`config.mk`:
```
export PLATFORM = sky130hd
export DESIGN_NAME = soft_timer_bank_unit
export DESIGN_NICKNAME = d
export VERILOG_FILES = /design/src/stb_pkg.sv /design/src/soft_timer_bank_unit.sv /design/src/stb_ram.sv
export SDC_FILE = /design/constraint.sdc
export NUM_CORES = 1
export LEC_CHECK = 0
export ABC_AREA = 1
export BUFFER_PORTS_ARGS = -buffer_cell sky130_fd_sc_hd__clkbuf_2
export CAP_MARGIN = 40
export CORE_MARGIN = 2
export CORE_UTILIZATION = 50
export CTS_CLUSTER_SIZE = 14
export DETAILED_ROUTE_END_ITERATION = 6
export PLACE_DENSITY = 0.65
export SETUP_SLACK_MARGIN = 0.5
export SLEW_MARGIN = 20
export SYNTH_ARGS = -nofsm -noshare
export SYNTH_HDL_FRONTEND = slang
export SYNTH_SLANG_ARGS = --single-unit
```
`constraint.sdc`:
```
create_clock -name clk -period 6.2 [get_ports clk]
set_input_delay 1.24 -clock clk [delete_from_list [all_inputs] [get_ports clk]]
set_output_delay 1.24 -clock clk [all_outputs]
set_load 0.05 [all_outputs]
```
`src/stb_pkg.sv`:
```
`timescale 1ns / 1ps
// ----------------------------------------------------------------------------
// stb_pkg
// Shared types and constants for the software timer bank.
// ----------------------------------------------------------------------------
package stb_pkg;

	localparam int NUM_TIMERS = 8;
	localparam int ID_W       = (NUM_TIMERS > 1) ? $clog2(NUM_TIMERS) : 1;
	localparam int VAL_W      = 16;

	typedef enum logic [2:0] {
		CMD_TICK  = 3'd0,
		CMD_READ  = 3'd1,
		CMD_WRITE = 3'd2,
		CMD_START = 3'd3,
		CMD_STOP  = 3'd4,
		CMD_CLEAR = 3'd5
	} cmd_t;

	typedef enum logic [1:0] {
		ST_OK        = 2'd0,
		ST_BAD_READ  = 2'd1,
		ST_BAD_WRITE = 2'd2,
		ST_BAD_CMD   = 2'd3
	} status_t;

endpackage

```
`src/soft_timer_bank_unit.sv`:
```
`timescale 1ns / 1ps
// ----------------------------------------------------------------------------
// soft_timer_bank_unit
// Bank of 16-bit down-counters held in a RAM, driven by tick commands.
// ----------------------------------------------------------------------------
//  channel | direction | handshake             | payload
//  in      | input     | in_valid / in_stall   | cmd, timer_id, write_value
//  out     | output    | out_valid / out_stall | read_value, status
//
//  One request at a time. Write, start, stop, clear, bad requests and ticks
//  while stopped go IDLE to DONE; a read passes READ for the registered RAM
//  read; a running tick walks TICK, one RAM entry read per cycle, written
//  back decremented if nonzero. Reset and clear only drop per-entry valid
//  bits; invalid entries read zero. A stalled result holds in the output
//  register; a finished request waits in DONE until that register frees up.
// ----------------------------------------------------------------------------
module soft_timer_bank_unit
	import stb_pkg::*;
(
	input  logic        clk,
	input  logic        arst_n,
	input  logic        in_valid,
	output logic        in_stall,
	input  logic [2:0]  cmd,
	input  logic [7:0]  timer_id,
	input  logic [15:0] write_value,
	output logic        out_valid,
	input  logic        out_stall,
	output logic [15:0] read_value,
	output logic [1:0]  status
);

	typedef enum logic [1:0] {
		S_IDLE,
		S_READ,
		S_TICK,
		S_DONE
	} state_t;

	state_t                  state_q;
	logic                    running_q;
	logic [NUM_TIMERS-1:0]   valid_q;
	logic [ID_W-1:0]         idx_q;
	logic [VAL_W-1:0]        res_value_q;
	status_t                 res_status_q;
	logic                    out_valid_q;
	logic [VAL_W-1:0]        read_value_q;
	status_t                 status_q;

	logic                    accept;
	logic                    id_ok;
	logic [ID_W-1:0]         id;
	logic                    ram_we;
	logic [ID_W-1:0]         ram_waddr;
	logic [VAL_W-1:0]        ram_wdata;
	logic [ID_W-1:0]         ram_raddr;
	logic [VAL_W-1:0]        ram_rdata;
	logic [VAL_W-1:0]        cur_value;
	logic                    last_idx;
	logic                    out_free;

	assign in_stall  = (state_q != S_IDLE);
	assign accept    = in_valid && !in_stall;
	assign id_ok     = (timer_id < 8'(NUM_TIMERS));
	assign id        = timer_id[ID_W-1:0];
	assign cur_value = valid_q[idx_q] ? ram_rdata : '0;
	assign last_idx  = (idx_q == ID_W'(NUM_TIMERS - 1));
	assign out_free  = !out_valid_q || !out_stall;

	always_comb begin
		ram_we    = 1'b0;
		ram_waddr = idx_q;
		ram_wdata = cur_value - VAL_W'(1);
		ram_raddr = id;
		if (state_q == S_TICK) begin
			ram_raddr = idx_q + ID_W'(1);
			ram_we    = (cur_value != '0);
		end else if (accept && cmd_t'(cmd) == CMD_TICK) begin
			ram_raddr = '0;
		end else if (accept && cmd_t'(cmd) == CMD_WRITE && id_ok) begin
			ram_we    = 1'b1;
			ram_waddr = id;
			ram_wdata = write_value;
		end
	end

	stb_ram #(
		.WIDTH (VAL_W),
		.DEPTH (NUM_TIMERS)
	) u_ram (
		.clk   (clk),
		.we    (ram_we),
		.waddr (ram_waddr),
		.wdata (ram_wdata),
		.raddr (ram_raddr),
		.rdata (ram_rdata)
	);

	always_ff @(posedge clk or negedge arst_n) begin
		if (!arst_n) begin
			state_q      <= S_IDLE;
			running_q    <= 1'b0;
			valid_q      <= '0;
			idx_q        <= '0;
			res_value_q  <= '0;
			res_status_q <= ST_OK;
			out_valid_q  <= 1'b0;
			read_value_q <= '0;
			status_q     <= ST_OK;
		end else begin
			if (out_valid_q && !out_stall && state_q != S_DONE) begin
				out_valid_q <= 1'b0;
			end
			if (ram_we) begin
				valid_q[ram_waddr] <= 1'b1;
			end
			unique case (state_q)
				S_IDLE: begin
					if (accept) begin
						res_value_q  <= '0;
						res_status_q <= ST_OK;
						idx_q        <= id;
						state_q      <= S_DONE;
						unique case (cmd_t'(cmd))
							CMD_TICK: begin
								if (running_q) begin
									idx_q   <= '0;
									state_q <= S_TICK;
								end
							end
							CMD_READ: begin
								if (id_ok) begin
									state_q <= S_READ;
								end else begin
									res_status_q <= ST_BAD_READ;
								end
							end
							CMD_WRITE: begin
								if (!id_ok) begin
									res_status_q <= ST_BAD_WRITE;
								end
							end
							CMD_START: running_q <= 1'b1;
							CMD_STOP:  running_q <= 1'b0;
							CMD_CLEAR: valid_q   <= '0;
							default:   res_status_q <= ST_BAD_CMD;
						endcase
					end
				end
				S_READ: begin
					res_value_q <= cur_value;
					state_q     <= S_DONE;
				end
				S_TICK: begin
					idx_q <= idx_q + ID_W'(1);
					if (last_idx) begin
						state_q <= S_DONE;
					end
				end
				S_DONE: begin
					if (out_free) begin
						out_valid_q  <= 1'b1;
						read_value_q <= res_value_q;
						status_q     <= res_status_q;
						state_q      <= S_IDLE;
					end
				end
				default: state_q <= S_IDLE;
			endcase
		end
	end

	assign out_valid  = out_valid_q;
	assign read_value = read_value_q;
	assign status     = status_q;

	a_err_zero: assert property (@(posedge clk) disable iff (!arst_n)
		(out_valid && status != ST_OK) |-> (read_value == '0))
		else $error("error result carries nonzero read_value");

	a_one_at_a_time: assert property (@(posedge clk) disable iff (!arst_n)
		accept |=> in_stall)
		else $error("request accepted while another is in flight");

	a_start_sets_run: assert property (@(posedge clk) disable iff (!arst_n)
		(accept && cmd == CMD_START) |=> running_q)
		else $error("start did not set running flag");

	a_tick_no_overlap: assert property (@(posedge clk) disable iff (!arst_n)
		(state_q == S_TICK && ram_we) |-> (ram_waddr != ram_raddr))
		else $error("tick write-back collides with read address");

endmodule

```
`src/stb_ram.sv`:
```
`timescale 1ns / 1ps
// ----------------------------------------------------------------------------
// stb_ram
// Generic simple dual-port RAM: one write port, one registered read port.
// ----------------------------------------------------------------------------
module stb_ram #(
	parameter int WIDTH = 16,
	parameter int DEPTH = 8
) (
	input  logic                                   clk,
	input  logic                                   we,
	input  logic [((DEPTH > 1) ? $clog2(DEPTH) : 1)-1:0] waddr,
	input  logic [WIDTH-1:0]                       wdata,
	input  logic [((DEPTH > 1) ? $clog2(DEPTH) : 1)-1:0] raddr,
	output logic [WIDTH-1:0]                       rdata
);

	logic [WIDTH-1:0] mem [DEPTH];

	always_ff @(posedge clk) begin
		if (we) begin
			mem[waddr] <= wdata;
		end
		rdata <= mem[raddr];
	end

endmodule
```
# Word-level counts from Yosys, hierarchy flattened
# Memory sizes are Yosys's and may differ from the RTL's. A register that Yosys moved wholly into a read port is not among the register bits.
# Cells that the tools add are included.
classes:
  n_addsub: 2
  n_lt_le_gt_ge: 4
  eq_ne: 13
  muxes: 42
  bitwise_logic: 1
  reduce_logical: 25
op_table:
  columns: ["op", "n"]
  rows:
  - ["two-way mux 16 bit", 5]
  - ["two-way mux 8 bit", 4]
  - ["one-hot mux 16 bit (2 select lines)", 1]
  - ["two-way mux 3 bit", 8]
  - ["nonzero test 16 bit", 1]
  - ["subtractor 16 x 1 -> 16 bit, second input constant", 1]
  - ["two-way mux 1 bit", 12]
  - ["two-way mux 2 bit", 5]
  - ["equality test 3 bit, second input constant", 3]
  - ["less-than comparator 3 x 4 -> 1 bit, second input constant", 2]
  - ["less-than comparator 8 x 4 -> 1 bit, second input constant", 1]
  - ["inequality test 2 bit, second input constant", 4]
  - ["OR 8 bit", 1]
  - ["one-hot mux 2 bit (4 select lines)", 1]
  - ["AND reduction 2 bit", 4]
  - ["nonzero test 2 bit", 4]
  - ["logical AND 1 bit", 7]
  - ["equality test 3 x 2 -> 1 bit, second input constant", 2]
  - ["one-hot mux 2 bit (3 select lines)", 1]
  - ["one-hot mux 3 bit (2 select lines)", 1]
  - ["AND reduction 3 bit", 2]
  - ["equality test 2 bit, second input constant", 2]
  - ["one-hot mux 2 bit (2 select lines)", 1]
  - ["OR reduction 4 bit", 1]
  - ["11 further kinds", 13]
totals:
  reg_bits: 51
  ram_bits: 128
  input_bits: 31
  out_inout_bits: 20
  wordCells: 97
  n_memories: 1
mem_list:
  columns: ["memory", "words", "word_bits", "rd", "rd_ports_with_merged_regs", "write_ports", "line_no", "source"]
  rows:
  - ["u_ram.mem", 8, 16, 1, 1, 1, "stb_ram.sv:18", "logic [WIDTH-1:0] mem [DEPTH];"]

# Depth between registers and ports, before layout
# Gate-level depths: netlist of run 1.
logic_depth:
  word_depth: 17
  ltp_mapped: 18
  ltp_nobuf: 15

# Hierarchy
# Synthesis of run 1 repeated with hierarchy kept, for this count alone.
hier_totals:
  hier_cells: 1020
  area_unflattened_um2: 9191.3
modules_own_cells:
  columns: ["mod", "n_inst", "cells_each", "area_per_inst_um2", "seq_area_each_um2"]
  rows:
  - ["stb_ram", 1, 587, 5989.5, 4164.0]
  - ["soft_timer_bank_unit", 1, 433, 3201.8, 1276.2]

# Worst setup path before layout of run 1
# OpenSTA, ideal clock, no wires.
synth_path:
  path_type: "input -> register"
  from: "in timer_id[5]"
  to: "mem u_ram.mem[3][0] (enable)"
  setup_time_ns: 0.364
  arrival_ns: 2.589
  required_time_ns: 5.836
  path_slack_ns: 3.247
  cell_stages: 11
  path_buffers: 0
  path_cell_list: "nor2_1 nand2_1 nor2_1 nand3_1 nor2_1 nand2_1 nand2_2 nand2_1 nor2_1 nand3_1 inv_1"
synth_via:
  elab_chain_cells: 7
  word_cells_on_any_way: 10
  cone_classes: "order compare (1); mux (8); reduce/logical (1)"
synth_lines:
  columns: ["element", "line_no", "source"]
  rows:
  - ["start: declaration", "soft_timer_bank_unit.sv:25", "input logic [7:0] timer_id,"]
  - ["less-than comparator 8 x 4 -> 1 bit *", "soft_timer_bank_unit.sv:64", "assign id_ok = (timer_id < 8'(NUM_TIMERS));"]
  - ["logical AND 1 bit *", "soft_timer_bank_unit.sv:80", "end else if (accept && cmd_t'(cmd) == CMD_WRITE && id_ok) begin"]
  - ["two-way mux 1 bit", "soft_timer_bank_unit.sv:80", null]
  - ["two-way mux 1 bit", "soft_timer_bank_unit.sv:78", "end else if (accept && cmd_t'(cmd) == CMD_TICK) begin"]
  - ["two-way mux 1 bit", "soft_timer_bank_unit.sv:75", "if (state_q == S_TICK) begin"]
  - ["two-way mux 1 bit", "stb_ram.sv:21", "if (we) begin"]
  - ["two-way mux 1 bit (implied by the code)", "stb_ram.sv:22", "mem[waddr] <= wdata;"]
  - ["end: declaration", "stb_ram.sv:18", null]
# Every way passes the cells marked *; elsewhere a longest branch is shown, timed or not.

# Worst setup path in the final report of run 1
layout_path:
  from: "in cmd[2]"
  to: "mem u_ram.mem[1][14] (enable)"
layout_via:
  elab_chain_cells: 8
  word_cells_on_any_way: 13
  cone_classes: "eq/ne (1); mux (8); reduce/logical (4)"
layout_lines:
  columns: ["element", "line_no", "source"]
  rows:
  - ["start: declaration", "soft_timer_bank_unit.sv:24", "input logic [2:0] cmd,"]
  - ["equality test 3 x 2 -> 1 bit", "soft_timer_bank_unit.sv:80", null]
  - ["logical AND 1 bit (2 in series)", "soft_timer_bank_unit.sv:80", null]
  - ["two-way mux 1 bit", "soft_timer_bank_unit.sv:80", null]
  - ["two-way mux 1 bit", "soft_timer_bank_unit.sv:78", null]
  - ["two-way mux 1 bit", "soft_timer_bank_unit.sv:75", null]
  - ["two-way mux 1 bit", "stb_ram.sv:21", null]
  - ["two-way mux 1 bit (implied by the code)", "stb_ram.sv:22", null]
# Parallel ways exist; a longest one is shown, timed or not.

==> results.md, run 1 <==
| Group | Item | Reported |
|:---|:---|:---|
| status | Run status | complete, no violations |
| floorplan | Number of ports placed on the die boundary | 51 |
| power | Power Density | 609.8 nW/um^2 |
| finish | Fraction of the core area covered by cells at the end of the flow | 0.5718 |
| clock network | Number of hold-repair buffers added at the cts stage | 0 |
| place | Placer Congestion | 0.9382 |
| sta | Setup repair after global routing missed its margin | false |
| clock network | CTS sink count | 195 |
| detailed routing | 1st-pass router iterations | 5 |
| synthesis | Most area-consuming cells after synthesis | sky130_fd_sc_hd__edfxtp_1 (45%), sky130_fd_sc_hd__dfrtp_1 (15%), sky130_fd_sc_hd__nand2_1 (5.5%), sky130_fd_sc_hd__o21ai_0 (5.2%), sky130_fd_sc_hd__nor2_1 (4.5%) |
| critical path | Cell seen most often among critical-path stages | sky130_fd_sc_hd__inv_1 |
| critical path | Critical Path Start | cmd[2] |
| critical path | Capture point of the worst reg-to-reg path | u_ram.mem[2][14] |
| flow run | Count of maximum capacitance violations | 0 |
| detailed routing | Final WL | 18.04 mm |
| sta | Setup-violating endpoint count in the final report | 0 |
| clock network | Number of buffers added for setup after CTS | 0 |
| sta | Largest clock skew in the final design | 0.008951 ns |
| critical path | Cell Chain, Critical Path | clkbuf_2 > nor3_2 > nand2_1 > nor2_2 > nand2_2 > o21ai_2 > inv_1 > nor2_1 > nand3_1 > inv_1 |
| grt | First-pass GRT wire length | 28.99 mm |
| detailed routing | Total number of vias | 6,021 |
| clock network | Clock tree from TritonCTS | yes |
| grt | GR Util All Layers | 0.2064 |
| synthesis | Library cell with the highest instance count after synthesis | sky130_fd_sc_hd__edfxtp_1 |
| critical path | Longest individual stage delay on the worst path | 0.57 ns |
| critical path | Cells on worst reg2reg path | 15 |
| grt | Via count of the first global-routing pass | 5,836 |
| clock network | Level count of the clock H-tree | 4 |
| power | Sequential share of power | 0.383 |
| detailed routing | Residual DRC | 0 |
| power | Switch share | 0.4293 |
| worst hold path | Worst Hold Depth | 2 |
| synthesis | Cells after synthesis | 836 |
| power | Net switching power | 2.491 mW |
| critical path | Critical-path maximum fanout | 31 |
| sta | Slew of the pin with the lowest slew margin | 0.8251 ns |
| power | Maximum vdd ir drop | 0.0002570 V |
| synthesis | Synth async-reset ratio | 0.2615 |
| synthesis | Total nets after synthesis | 876 |
| clock network | Clock-pin slew of the registers on the worst-case setup and hold paths | 0.07 ns |
| worst hold path | Worst hold path startpoint | read_value[12] |
| worst hold path | Worst hold path endpoint | read_value[12] |
| detailed routing | Routed via count divided by cell count | 5.424 |
| place | Number of port buffers | 50 |
| grt | Largest net degree at the start of global routing | 66 |
| power | Post-route total power | 5.804 mW |
| power | Internal Pwr Total | 3.312 mW |
| finish | Antenna Cells | 0 |
| floorplan | Die Span Y | 134.7 um |
| synthesis | Number of distinct library cells after synthesis | 38 |
| critical path | CP Launch Type | input port |
| sta | Tmin final | 3.520 ns |
| critical path | Launching point of the worst reg2reg path | idx_q[0] |
| power | Lkg Pwr | 3.975 nW |
| synthesis | Post-synthesis sequential element count | 195 |
| floorplan | Die width | 134.7 um |
| finish | Post-layout net count | 917 |
| sta | Final clock period utilization by the worst path | 0.5677 |
| critical path | Arrival time reported for the critical path endpoint | 3.58 ns |
| synthesis | Biggest area consumer among synthesized cells | sky130_fd_sc_hd__edfxtp_1 |
| floorplan | Die ar. | 18,130 sq um |
| critical path | Reg2reg setup slack | 2.93 ns |
| synthesis | Area of the mapped netlist | 8536 sq um |
| synthesis | Number of flops mapped to enable cells by yosys | 128 |
| critical path | Required time of the critical path | 6.26 ns |
| synthesis | Share of the synthesized area in the top cell type | 0.4503 |
| place | Half-perimeter wire length after detailed placement | 11.93 mm |
| sta | Relative slew margins | 0.4499 |
| critical path | Classification of the worst setup path | input port to flip-flop |
| floorplan | Row count | 47 |
| floorplan | Core box area | 16,640 sq um |
| sta | Final Slew Violations | 0 |
| power | Combinational fraction of design power | 0.429 |
| grt | Remaining global-route overflow | 0 |
| worst hold path | Hold WC Path Type | flip-flop to flip-flop |
| sta | FMAX | 284.1 MHz |
| clock network | Max clock buf depth | 2 |
| critical path | Crit path max-delay family | simple AND/OR/NAND/NOR gates |
| clock network | Clock insertion delay at the later pin of the skew report | 0.44 ns |
| clock network | Number of buffers created by CTS | 17 |
| clock network | CTS Root Buffer Type | sky130_fd_sc_hd__clkbuf_16 |
| floorplan | Starting density of the core | 0.5129 |
| detailed routing | Number of antenna-violating nets in the routed design | 0 |
| finish | Area growth from synthesis to layout | 11.49% |
| synthesis | Post-Syn Area per Cell | 10.21 sq um |
| sta | Final TNS setup | 0 ns |
| place | Pre-CTS setup slack | 2.256 ns |
| detailed routing | DR WL/cell | 16.25 um |
| synthesis | Sequential area share after synthesis | 0.6373 |
| critical path | Number of buffers and inverters on the critical path | 3 |
| synthesis | Main synth FF type | sky130_fd_sc_hd__edfxtp_1 |
| grt | Number of antenna violations at the first check in global routing | 0 |
| sta | Final hold violations | 0 |
| synthesis | Commonest cells in the netlist | sky130_fd_sc_hd__edfxtp_1 (128), sky130_fd_sc_hd__nand2_1 (126), sky130_fd_sc_hd__nor2_1 (102), sky130_fd_sc_hd__o21ai_0 (88), sky130_fd_sc_hd__inv_1 (86) |
| synthesis | Total number of yosys warnings | 0 |
| clock network | Gates resized, CTS repair | 0 |
| detailed routing | Starting DRT DRC Count | 419 |
| critical path | Cell with the biggest individual delay on the critical path | sky130_fd_sc_hd__inv_1 |
| sta | Crit path setup slack, layout | 2.680 ns |
| critical path | Critical path endpoint category | flip-flop |
| finish | Proportion of layout cells with a drive suffix above 1 | 0.1562 |
| power | Portion of total power attributed to the clock network | 0.188 |
| sta | Worst-case hold slack | 0.4856 ns |
[how the worst max path moves through the flow]
stage,slack (ns),to,cells past startpoint
after global routing,2.46,u_ram.mem[3][15],10
after CTS,2.71,u_ram.mem[1][14],10
after floorplan,3.25,u_ram.mem[3][0],11
after detailed placement,2.26,u_ram.mem[1][9],10
after global placement,2.43,u_ram.mem[3][7],10
final,2.68,u_ram.mem[1][14],10
[sequential cells by signal, indices dropped and copies added (netlist names)]
signal        flops
running_q         1
state_q           2
u_ram.mem       128
idx_q             3
u_ram.rdata      16
read_value       16
res_value_q      16
out_valid         1
valid_q           8
res_status_q      2
status            2
[cells in the final DEF (no fill, tap or decap), types with 33 or more instances in the layout]
master,count
sky130_fd_sc_hd__inv_1,86
sky130_fd_sc_hd__o21ai_1,36
sky130_fd_sc_hd__nand2_1,125
sky130_fd_sc_hd__nand3_1,39
sky130_fd_sc_hd__clkbuf_2,50
sky130_fd_sc_hd__o22ai_1,33
sky130_fd_sc_hd__o21ai_0,88
sky130_fd_sc_hd__edfxtp_1,128
sky130_fd_sc_hd__dfrtp_1,51
sky130_fd_sc_hd__nor2_1,102
[power groups by stage]
stage,clock network [mW],registers [mW],logic (mW)
2_1_floorplan,0,2.32,1.72
3_3_place_gp,0,2.24,2.34
3_5_place_dp,0,2.25,2.46
4_1_cts,1.10,2.22,2.47
5_1_grt,1.15,2.25,2.80
6_report,1.09,2.22,2.49
[layout make-up]
class	instances	area [sq um]
fillers	1389	7126
flip-flops and latches	195	5440
multi-input cells	512	2540
clock buffers	17	425.4
inverters	93	351.6
repair buffers	58	322.8
well taps	220	275.3
clock inverters	15	161.4
[stage by stage]
step	instance area (sq um)	instances
floorplan	8536	836
CTS	9512	1109
global route	9517	1110
detailed placement	8925	1077
global placement	8880	1073
finish	9517	1110
[cell families (layout without fill, tap and decap cells)]
logic type               after synthesis  in the layout  synth area share
AO/OA/AOI/OAI                        195            195            0.1275
XOR/XNOR                               3              3          0.003079
adder cells (fa/ha/maj)                9              9           0.01319
buffers and inverters                129            183           0.06611
flip-flops                           195            195            0.6374
AND/OR/NAND/NOR                      305            305            0.1527
[layer usage]
layer | vias to the layer above | share of wire | global-route usage
li1 | 2923 | - | -
met1 | 2861 | 0.44 | 0.2725
met2 | 197 | 0.49 | 0.3463
met3 | 40 | 0.056 | 0.03491
met4 | 0 | 0.018 | 0.07368
met5 | - | 0 | 0
[tightest hold or removal path, stage by stage (launching register included)]
cell,delay [ns]
sky130_fd_sc_hd__dfrtp_1,0.34
sky130_fd_sc_hd__nand2_1,0.05
sky130_fd_sc_hd__o21ai_0,0.06
No activity file was read; power rests on OpenSTA's default activity.
==> run 2, diff against run 1 <==
==> constraint.sdc (replaced) <==
create_clock -name clk -period 3.5 [get_ports clk]
set_input_delay 0.7 -clock clk [delete_from_list [all_inputs] [get_ports clk]]
set_output_delay 0.7 -clock clk [all_outputs]
set_load 0.05 [all_outputs]
==> run 2 against run 1 <==
Compared with the run above:
- first-iteration DRC count rose by 49%
- core utilization rose by 0.74 points
- largest power group unchanged
- hold slack got worse by 0.37 ns
==> results.md, run 2 (synthesis gave the netlist of run 1 again) <==
| Group | Item | Reported |
|:---|:---|:---|
| grt | Number of antenna violations at the first check in global routing | 0 |
| place | Number of port buffers | 50 |
| grt | First-pass GRT wire length | 28.98 mm |
| sta | Final clock period utilization by the worst path | 0.7882 |
| floorplan | Die width | 134.7 um |
| place | Placer Congestion | 1.007 |
| detailed routing | Highest Signal Layer | met4 |
| sta | Setup-violating endpoint count in the final report | 0 |
| clock network | Level count of the clock H-tree | 4 |
| finish | Antenna Cells | 0 |
| finish | Proportion of layout cells with a drive suffix above 1 | 0.1744 |
| critical path | Launching point of the worst reg2reg path | idx_q[0] |
| grt | GR Util All Layers | 0.2049 |
| floorplan | Number of ports placed on the die boundary | 51 |
| finish | Leading cell type in the layout, fill and taps excluded | sky130_fd_sc_hd__edfxtp_1 |
| sta | Final hold violations | 0 |
| sta | Largest clock skew in the final design | 0.006166 ns |
| power | Switch share | 0.4334 |
| detailed routing | Total number of vias | 5,976 |
| floorplan | Die ar. | 18,130 sq um |
| power | Power Density | 1082 nW/um^2 |
| finish | Post-layout net count | 927 |
| sta | Final TNS setup | 0 ns |
| detailed routing | 1st-pass router iterations | 5 |
| power | Internal Pwr Total | 5.911 mW |
| finish | Layout Cell Area excl Fill | 9641 sq um |
| critical path | Capture point of the worst reg-to-reg path | u_ram.mem[0][11] |
| finish | Post-Layout Cell Count | 1,120 |
| grt | Largest net degree at the start of global routing | 65 |
| grt | Via count of the first global-routing pass | 5,713 |
| sta | Slew of the pin with the lowest slew margin | 0.7802 ns |
| place | Half-perimeter wire length after detailed placement | 12.77 mm |
| place | Area of placed instances | 8987 sq um |
| detailed routing | Amount of wire on met2 after detailed routing | 8.060 mm |
| critical path | CP Launch Type | flip-flop |
| clock network | Clock-pin slew of the registers on the worst-case setup and hold paths | 0.07 ns |
| power | Maximum vdd ir drop | 0.0006104 V |
| clock network | Number of buffers created by CTS | 17 |
| clock network | Max clock buf depth | 2 |
| finish | Fraction of the core area covered by cells at the end of the flow | 0.5793 |
| worst hold path | Hold WC Path Type | input port to async pin |
| detailed routing | Final WL | 18.02 mm |
| flow run | Count of maximum capacitance violations | 0 |
| power | Net switching power | 4.522 mW |
| sta | Final Slew Violations | 0 |
| power | Lkg Pwr | 3.942 nW |
| clock network | Clock tree from TritonCTS | yes |
| grt | Remaining global-route overflow | 0 |
| power | Combinational fraction of design power | 0.449 |
| critical path | Critical path endpoint category | flip-flop |
| detailed routing | Residual DRC | 0 |
| status | Run status | complete, no violations |
| detailed routing | Starting DRT DRC Count | 625 |
| floorplan | Core box area | 16,640 sq um |
| critical path | Classification of the worst setup path | flip-flop to flip-flop |
| critical path | Cells on worst reg2reg path | 13 |
| floorplan | Row count | 47 |
| place | Post-Place Cells | 1,085 |
| clock network | CTS sink count | 195 |
| finish | Commonest cells after routing, fill and taps aside | sky130_fd_sc_hd__edfxtp_1 (128), sky130_fd_sc_hd__nand2_1 (125), sky130_fd_sc_hd__nor2_1 (102), sky130_fd_sc_hd__o21ai_0 (88), sky130_fd_sc_hd__inv_1 (78) |
| clock network | CTS Root Buffer Type | sky130_fd_sc_hd__clkbuf_16 |
| power | Portion of total power attributed to the clock network | 0.177 |
| place | Pre-CTS setup slack | 0.5715 ns |
| finish | Area growth from synthesis to layout | 12.94% |
| finish | Flip-flop count of the largest register after layout | 128 |
| critical path | Reg2reg setup slack | 0.74 ns |
| detailed routing | DR WL/cell | 16.09 um |
| critical path | Required time of the critical path | 3.61 ns |
| detailed routing | Total length of routed met3 wires | 923 um |
| floorplan | Starting density of the core | 0.5129 |
| power | Sequential share of power | 0.375 |
| detailed routing | Routed via count divided by cell count | 5.336 |
| critical path | Arrival time reported for the critical path endpoint | 2.87 ns |
| sta | Relative slew margins | 0.4730 |
| sta | FMAX | 362.5 MHz |
| sta | Crit path setup slack, layout | 0.7414 ns |
| clock network | Clock insertion delay at the later pin of the skew report | 0.43 ns |
| critical path | Critical-path maximum fanout | 28 |
| detailed routing | Metal-1 WL | 8.797 mm |
| detailed routing | Number of antenna-violating nets in the routed design | 0 |
| sta | Setup repair after global routing missed its margin | false |
| sta | Tmin final | 2.759 ns |
| finish | Top reg by flops | u_ram.mem |
| clock network | Number of hold-repair buffers added at the cts stage | 0 |
| floorplan | Die Span Y | 134.7 um |
## run 2: power by group through the flow
stage	registers [mW]	logic [mW]	clock network, mW
5_1_grt	3.96	5.25	1.96
6_report	3.91	4.68	1.84
3_3_place_gp	3.94	4.45	0
2_1_floorplan	4.11	3.05	0
4_1_cts	3.91	4.63	1.87
3_5_place_dp	3.96	4.61	0
## run 2: area by class of cell
class	count	area, sq um
flip-flops and latches	195	5440
inverters	93	381.6
repair buffers	68	440.4
multi-input cells	512	2540
clock inverters	15	137.6
clock buffers	17	425.4
fillers	1420	7002
well taps	220	275.3
## run 2: metal layers
| metal | track usage | up-vias |
|---|---|---|
| li1 | - | 2948 |
| met1 | 0.2965 | 2825 |
| met2 | 0.3178 | 181 |
| met3 | 0.03679 | 22 |
| met4 | 0.06316 | 0 |
| met5 | 0 | - |
## run 2: through the flow
stage | hold WS (ns) | power (mW)
2_1_floorplan | 0.4044 | 7.160
3_3_place_gp | 0.4654 | 8.386
3_5_place_dp | 0.4731 | 8.573
4_1_cts | 0.09853 | 10.41
5_1_grt | 0.1037 | 11.18
6_report | 0.1124 | 10.43
## run 2: timing repair
action	in CTS	in global routing
buffers inserted	0	3
endpoints found under the setup margin	0	128
gates resized for setup	0	8
## run 2: worst max path at each step
stage / start / depth (start not counted) / end / slack [ns]
after floorplan: idx_q[0] / 17 / u_ram.mem[0][0] / 0.99
after global placement: cmd[2] / 10 / u_ram.mem[5][8] / 0.63
after detailed placement: timer_id[5] / 12 / u_ram.mem[3][9] / 0.57
after CTS: idx_q[0] / 13 / u_ram.mem[4][13] / 0.57
after global routing: idx_q[0] / 13 / u_ram.mem[3][4] / 0.51
final: idx_q[0] / 13 / u_ram.mem[0][11] / 0.74
## run 2: worst max-delay path: stages, from the launching register on
cell and delay [ns]:
sky130_fd_sc_hd__dfrtp_1 0.54, sky130_fd_sc_hd__inv_2 0.09, sky130_fd_sc_hd__nand2_1 0.08, sky130_fd_sc_hd__nand3_1 0.10, sky130_fd_sc_hd__nand2_1 0.09, sky130_fd_sc_hd__nand2_1 0.06, sky130_fd_sc_hd__nand2_2 0.12, sky130_fd_sc_hd__buf_4 0.27
sky130_fd_sc_hd__o21ai_0 0.21, sky130_fd_sc_hd__nand2_1 0.15, sky130_fd_sc_hd__nor2_1 0.06, sky130_fd_sc_hd__nand2_2 0.16, sky130_fd_sc_hd__nand3_1 0.17, sky130_fd_sc_hd__clkinvlp_4 0.32
==> run 3, diff against run 2 <==
--- a/config.mk
+++ b/config.mk
@@ -5,7 +5,7 @@
 export SDC_FILE = /design/constraint.sdc
 export NUM_CORES = 1
 export LEC_CHECK = 0
-export ABC_AREA = 1
+export ABC_AREA = 0
 export BUFFER_PORTS_ARGS = -buffer_cell sky130_fd_sc_hd__clkbuf_2
 export CAP_MARGIN = 40
 export CORE_MARGIN = 2
==> constraint.sdc (replaced) <==
create_clock -name clk -period 2.7 [get_ports clk]
set_input_delay 0.54 -clock clk [delete_from_list [all_inputs] [get_ports clk]]
set_output_delay 0.54 -clock clk [all_outputs]
set_load 0.05 [all_outputs]
==> run 3 against run 2 <==
Compared with the run above:
- critical endpoint is now u_ram.mem[0][1]
- register-to-register slack worse by 0.52 ns
- core utilization rose by 9.8 points
- combinational power increased by 66%
- sequential power is 30% higher
- area after synthesis decreased by 2.3%
- clock-buffer cell count increased by 1
- fmax up 11%
- critical path type unchanged
- final cell count decreased by 13%
- power increased by 47%
==> results.md, run 3 <==
| Group | Item | Reported |
|:---|:---|:---|
| status | Run status | complete, no violations |
| floorplan | Die width | 133.1 um |
| grt | First-pass GRT wire length | 30.86 mm |
| sta | Final clock period utilization by the worst path | 0.9196 |
| detailed routing | 1st-pass router iterations | 5 |
| detailed routing | Total length of routed met3 wires | 1.203 mm |
| clock network | Max clock buf depth | 2 |
| synthesis | Main synth FF type | sky130_fd_sc_hd__edfxtp_1 |
| sta | FMAX | 402.7 MHz |
| synthesis | Cells after synthesis | 633 |
| critical path | Number of buffers and inverters on the critical path | 2 |
| place | Half-perimeter wire length after detailed placement | 13.30 mm |
| detailed routing | Highest Signal Layer | met4 |
| critical path | Reg2reg setup slack | 0.22 ns |
| finish | Post-layout net count | 785 |
| clock network | CTS sink count | 195 |
| critical path | CP Launch Type | flip-flop |
| synthesis | Post-synthesis sequential element count | 195 |
| critical path | Critical Path Start | state_q[1] |
| sta | Setup repair after global routing missed its margin | true |
| flow run | Count of maximum capacitance violations | 0 |
| finish | Area of the multi-input gates | 3543 sq um |
| synthesis | Commonest cells in the netlist | sky130_fd_sc_hd__edfxtp_1 (128), sky130_fd_sc_hd__a211oi_1 (66), sky130_fd_sc_hd__and3_1 (65), sky130_fd_sc_hd__dfrtp_1 (51), sky130_fd_sc_hd__nand2_1 (48) |
| worst hold path | Hold WC Path Type | input port to async pin |
| finish | Leading cell type in the layout, fill and taps excluded | sky130_fd_sc_hd__edfxtp_1 |
| clock network | Clock-pin slew of the registers on the worst-case setup and hold paths | 0.07 ns |
| synthesis | Most area-consuming cells after synthesis | sky130_fd_sc_hd__edfxtp_1 (46%), sky130_fd_sc_hd__dfrtp_1 (15%), sky130_fd_sc_hd__a211oi_1 (5.9%), sky130_fd_sc_hd__and3_1 (4.9%), sky130_fd_sc_hd__dfxtp_1 (3.8%) |
| power | Power Density | 1373 nW/um^2 |
| place | Number of port buffers | 50 |
| sta | Final hold violations | 0 |
| synthesis | Library cell with the highest instance count after synthesis | sky130_fd_sc_hd__edfxtp_1 |
| clock network | Number of buffers created by CTS | 17 |
| place | Post-Place Cells | 907 |
| sta | Tmin final | 2.483 ns |
| critical path | Launching point of the worst reg2reg path | state_q[1] |
| floorplan | Die Span Y | 133.1 um |
| finish | Top reg by flops | u_ram.mem |
| floorplan | Die ar. | 17,720 sq um |
| clock network | CTS Root Buffer Type | sky130_fd_sc_hd__clkbuf_16 |
| critical path | Cell Chain, Critical Path | ha_4 > or3_4 > nor4_4 > buf_12 > mux2_4 > nor3_4 > clkbuf_16 |
| power | Maximum vdd ir drop | 0.0007755 V |
| finish | Post-Layout Cell Count | 977 |
| power | Lkg Pwr | 4.173 nW |
| synthesis | Sequential area share after synthesis | 0.6527 |
| critical path | Critical path endpoint category | flip-flop |
| place | Placer Congestion | 0.7926 |
| detailed routing | Residual DRC | 0 |
| finish | Antenna Cells | 0 |
| grt | GR Util All Layers | 0.2290 |
| synthesis | Post-Syn Area per Cell | 13.17 sq um |
| power | Post-route total power | 15.31 mW |
| detailed routing | Starting DRT DRC Count | 547 |
| synthesis | Number of distinct library cells after synthesis | 60 |
| finish | Proportion of layout cells with a drive suffix above 1 | 0.4135 |
| floorplan | Core box area | 16,470 sq um |
| critical path | Critical-path maximum fanout | 8 |
| clock network | Level count of the clock H-tree | 4 |
| critical path | Crit path max-delay family | simple AND/OR/NAND/NOR gates |
| finish | Area growth from synthesis to layout | 33.71% |
| synthesis | Area of the mapped netlist | 8335 sq um |
| synthesis | Synth async-reset ratio | 0.2615 |
| floorplan | Number of ports placed on the die boundary | 51 |
| grt | Via count of the first global-routing pass | 5,517 |
| detailed routing | Routed via count divided by cell count | 6.046 |
| finish | Commonest cells after routing, fill and taps aside | sky130_fd_sc_hd__edfxtp_1 (128), sky130_fd_sc_hd__and3_1 (55), sky130_fd_sc_hd__dfrtp_1 (49), sky130_fd_sc_hd__clkbuf_2 (49), sky130_fd_sc_hd__a211oi_1 (38) |
| critical path | Classification of the worst setup path | flip-flop to flip-flop |
| detailed routing | Amount of wire on met2 after detailed routing | 10.89 mm |
| critical path | Longest individual stage delay on the worst path | 0.44 ns |
| detailed routing | Total number of vias | 5,907 |
| sta | Setup-violating endpoint count in the final report | 0 |
| critical path | Capture point of the worst reg-to-reg path | u_ram.mem[0][1] |
| sta | Final Slew Violations | 0 |
| clock network | Clock tree from TritonCTS | yes |
| grt | Remaining global-route overflow | 0 |
| synthesis | Total nets after synthesis | 673 |
| synthesis | Number of flops mapped to enable cells by yosys | 128 |
| finish | Flip-flop count of the largest register after layout | 128 |
| sta | Relative slew margins | 0.5647 |
| critical path | Cells on worst reg2reg path | 7 |
| critical path | Arrival time reported for the critical path endpoint | 2.64 ns |
| sta | Largest clock skew in the final design | 0.01276 ns |
| floorplan | Row count | 47 |
| detailed routing | Final WL | 21.90 mm |
| synthesis | Share of the synthesized area in the top cell type | 0.4611 |
| detailed routing | Number of antenna-violating nets in the routed design | 0 |
| grt | Number of antenna violations at the first check in global routing | 0 |
| floorplan | Starting density of the core | 0.5062 |
| grt | Largest net degree at the start of global routing | 66 |
| finish | Final-layout fill cell count | 1,128 |
| clock network | Clock insertion delay at the later pin of the skew report | 0.44 ns |
| detailed routing | Metal-1 WL | 9.545 mm |
| finish | Sequential Area | 5443 sq um |
| synthesis | Total number of yosys warnings | 0 |
| sta | Slew of the pin with the lowest slew margin | 0.6529 ns |
| synthesis | Biggest area consumer among synthesized cells | sky130_fd_sc_hd__edfxtp_1 |
| critical path | Cell with the biggest individual delay on the critical path | sky130_fd_sc_hd__dfrtp_2 |
| critical path | Required time of the critical path | 2.85 ns |
| detailed routing | DR WL/cell | 22.41 um |
==> run 3: cell types whose count changed after synthesis, sizes merged, moves of 31 or more <==
cell    change
o21ai     -111
nor2       -84
o22ai      -31
a211oi     +66
nand2      -87
inv        -86
nand3      -34
and3       +65
==> run 3: what timing repair did <==
action / CTS / global route
buffers inserted: 6 / 22
pin swaps: 4 / 37
resized for setup: 18 / 129
hold buffers: 0 / 0
setup endpoints to repair: 288 / 296
gates cloned: 0 / 11
hold endpoints to repair: 0 / 0
==> run 3: report_power, final <==
part	switching (mW)	internal [mW]	leakage [nW]
logic	4.64	3.11	1.97
registers	0.447	4.66	1.93
clock network	1.15	1.30	0.274
==> run 3: through the flow <==
step	worst slack [ns]	TNS, ns	util	hold slack [ns]	instance area [sq um]
after floorplan	-0.09822	-8.517	-	0.2444	8588
after global placement	-0.01571	-0.2401	0.5701	0.4610	9388
after detailed placement	-0.06987	-4.679	0.5706	0.4723	9395
after CTS	0.1960	0	0.6139	0.1387	10110
after global routing	0.1607	0	0.6769	0.1886	11150
final	0.2170	0	0.6769	0.1210	11150
==> run 3: cell type report <==
type                            count  share of cell area
Clock buffer                       18             0.03850
Inverter                            7            0.003368
Tap cell                          220             0.02470
Sequential cell                   195              0.4883
Timing Repair Buffer              130              0.1144
Clock inverter                     13             0.01280
Multi-Input combinational cell    394              0.3179
==> run 3: worst register-to-register path, cell delays in order (launching register included) <==
cell,delay [ns]
sky130_fd_sc_hd__dfrtp_2,0.44
sky130_fd_sc_hd__ha_4,0.18
sky130_fd_sc_hd__or3_4,0.33
sky130_fd_sc_hd__nor4_4,0.22
sky130_fd_sc_hd__buf_12,0.19
sky130_fd_sc_hd__mux2_4,0.35
sky130_fd_sc_hd__nor3_4,0.25
sky130_fd_sc_hd__clkbuf_16,0.23
==> run 3: worst max-delay path by stage <==
stage                  endpoint  slack, ns  cells after the start
2_1_floorplan   u_ram.mem[0][0]       -0.1                      4
3_3_place_gp   u_ram.mem[0][13]      -0.02                      7
3_5_place_dp    u_ram.mem[1][9]      -0.07                      6
4_1_cts         u_ram.mem[5][7]       0.20                      6
5_1_grt         u_ram.mem[1][6]       0.16                      8
6_report        u_ram.mem[0][1]       0.22                      7
==> run 3: logic make-up (layout without fill, tap and decap cells) <==
family | after synthesis | count (layout) | share of synthesized area
buffers and inverters | 44 | 168 | 0.02327
DFF | 195 | 195 | 0.6527
muxes | 28 | 28 | 0.04008
adders and majority gates | 9 | 9 | 0.01351
and+or+nand+nor | 204 | 204 | 0.1331
AOI/OAI and AO/OA | 146 | 146 | 0.1300
xor gates and xnor gates | 7 | 7 | 0.007355
==> run 3: layer usage <==
metal	track usage	vias up
li1	-	2693
met2	0.3512	213
met4	0.06087	0
met5	0	-
met1	0.3408	2980
met3	0.04224	21
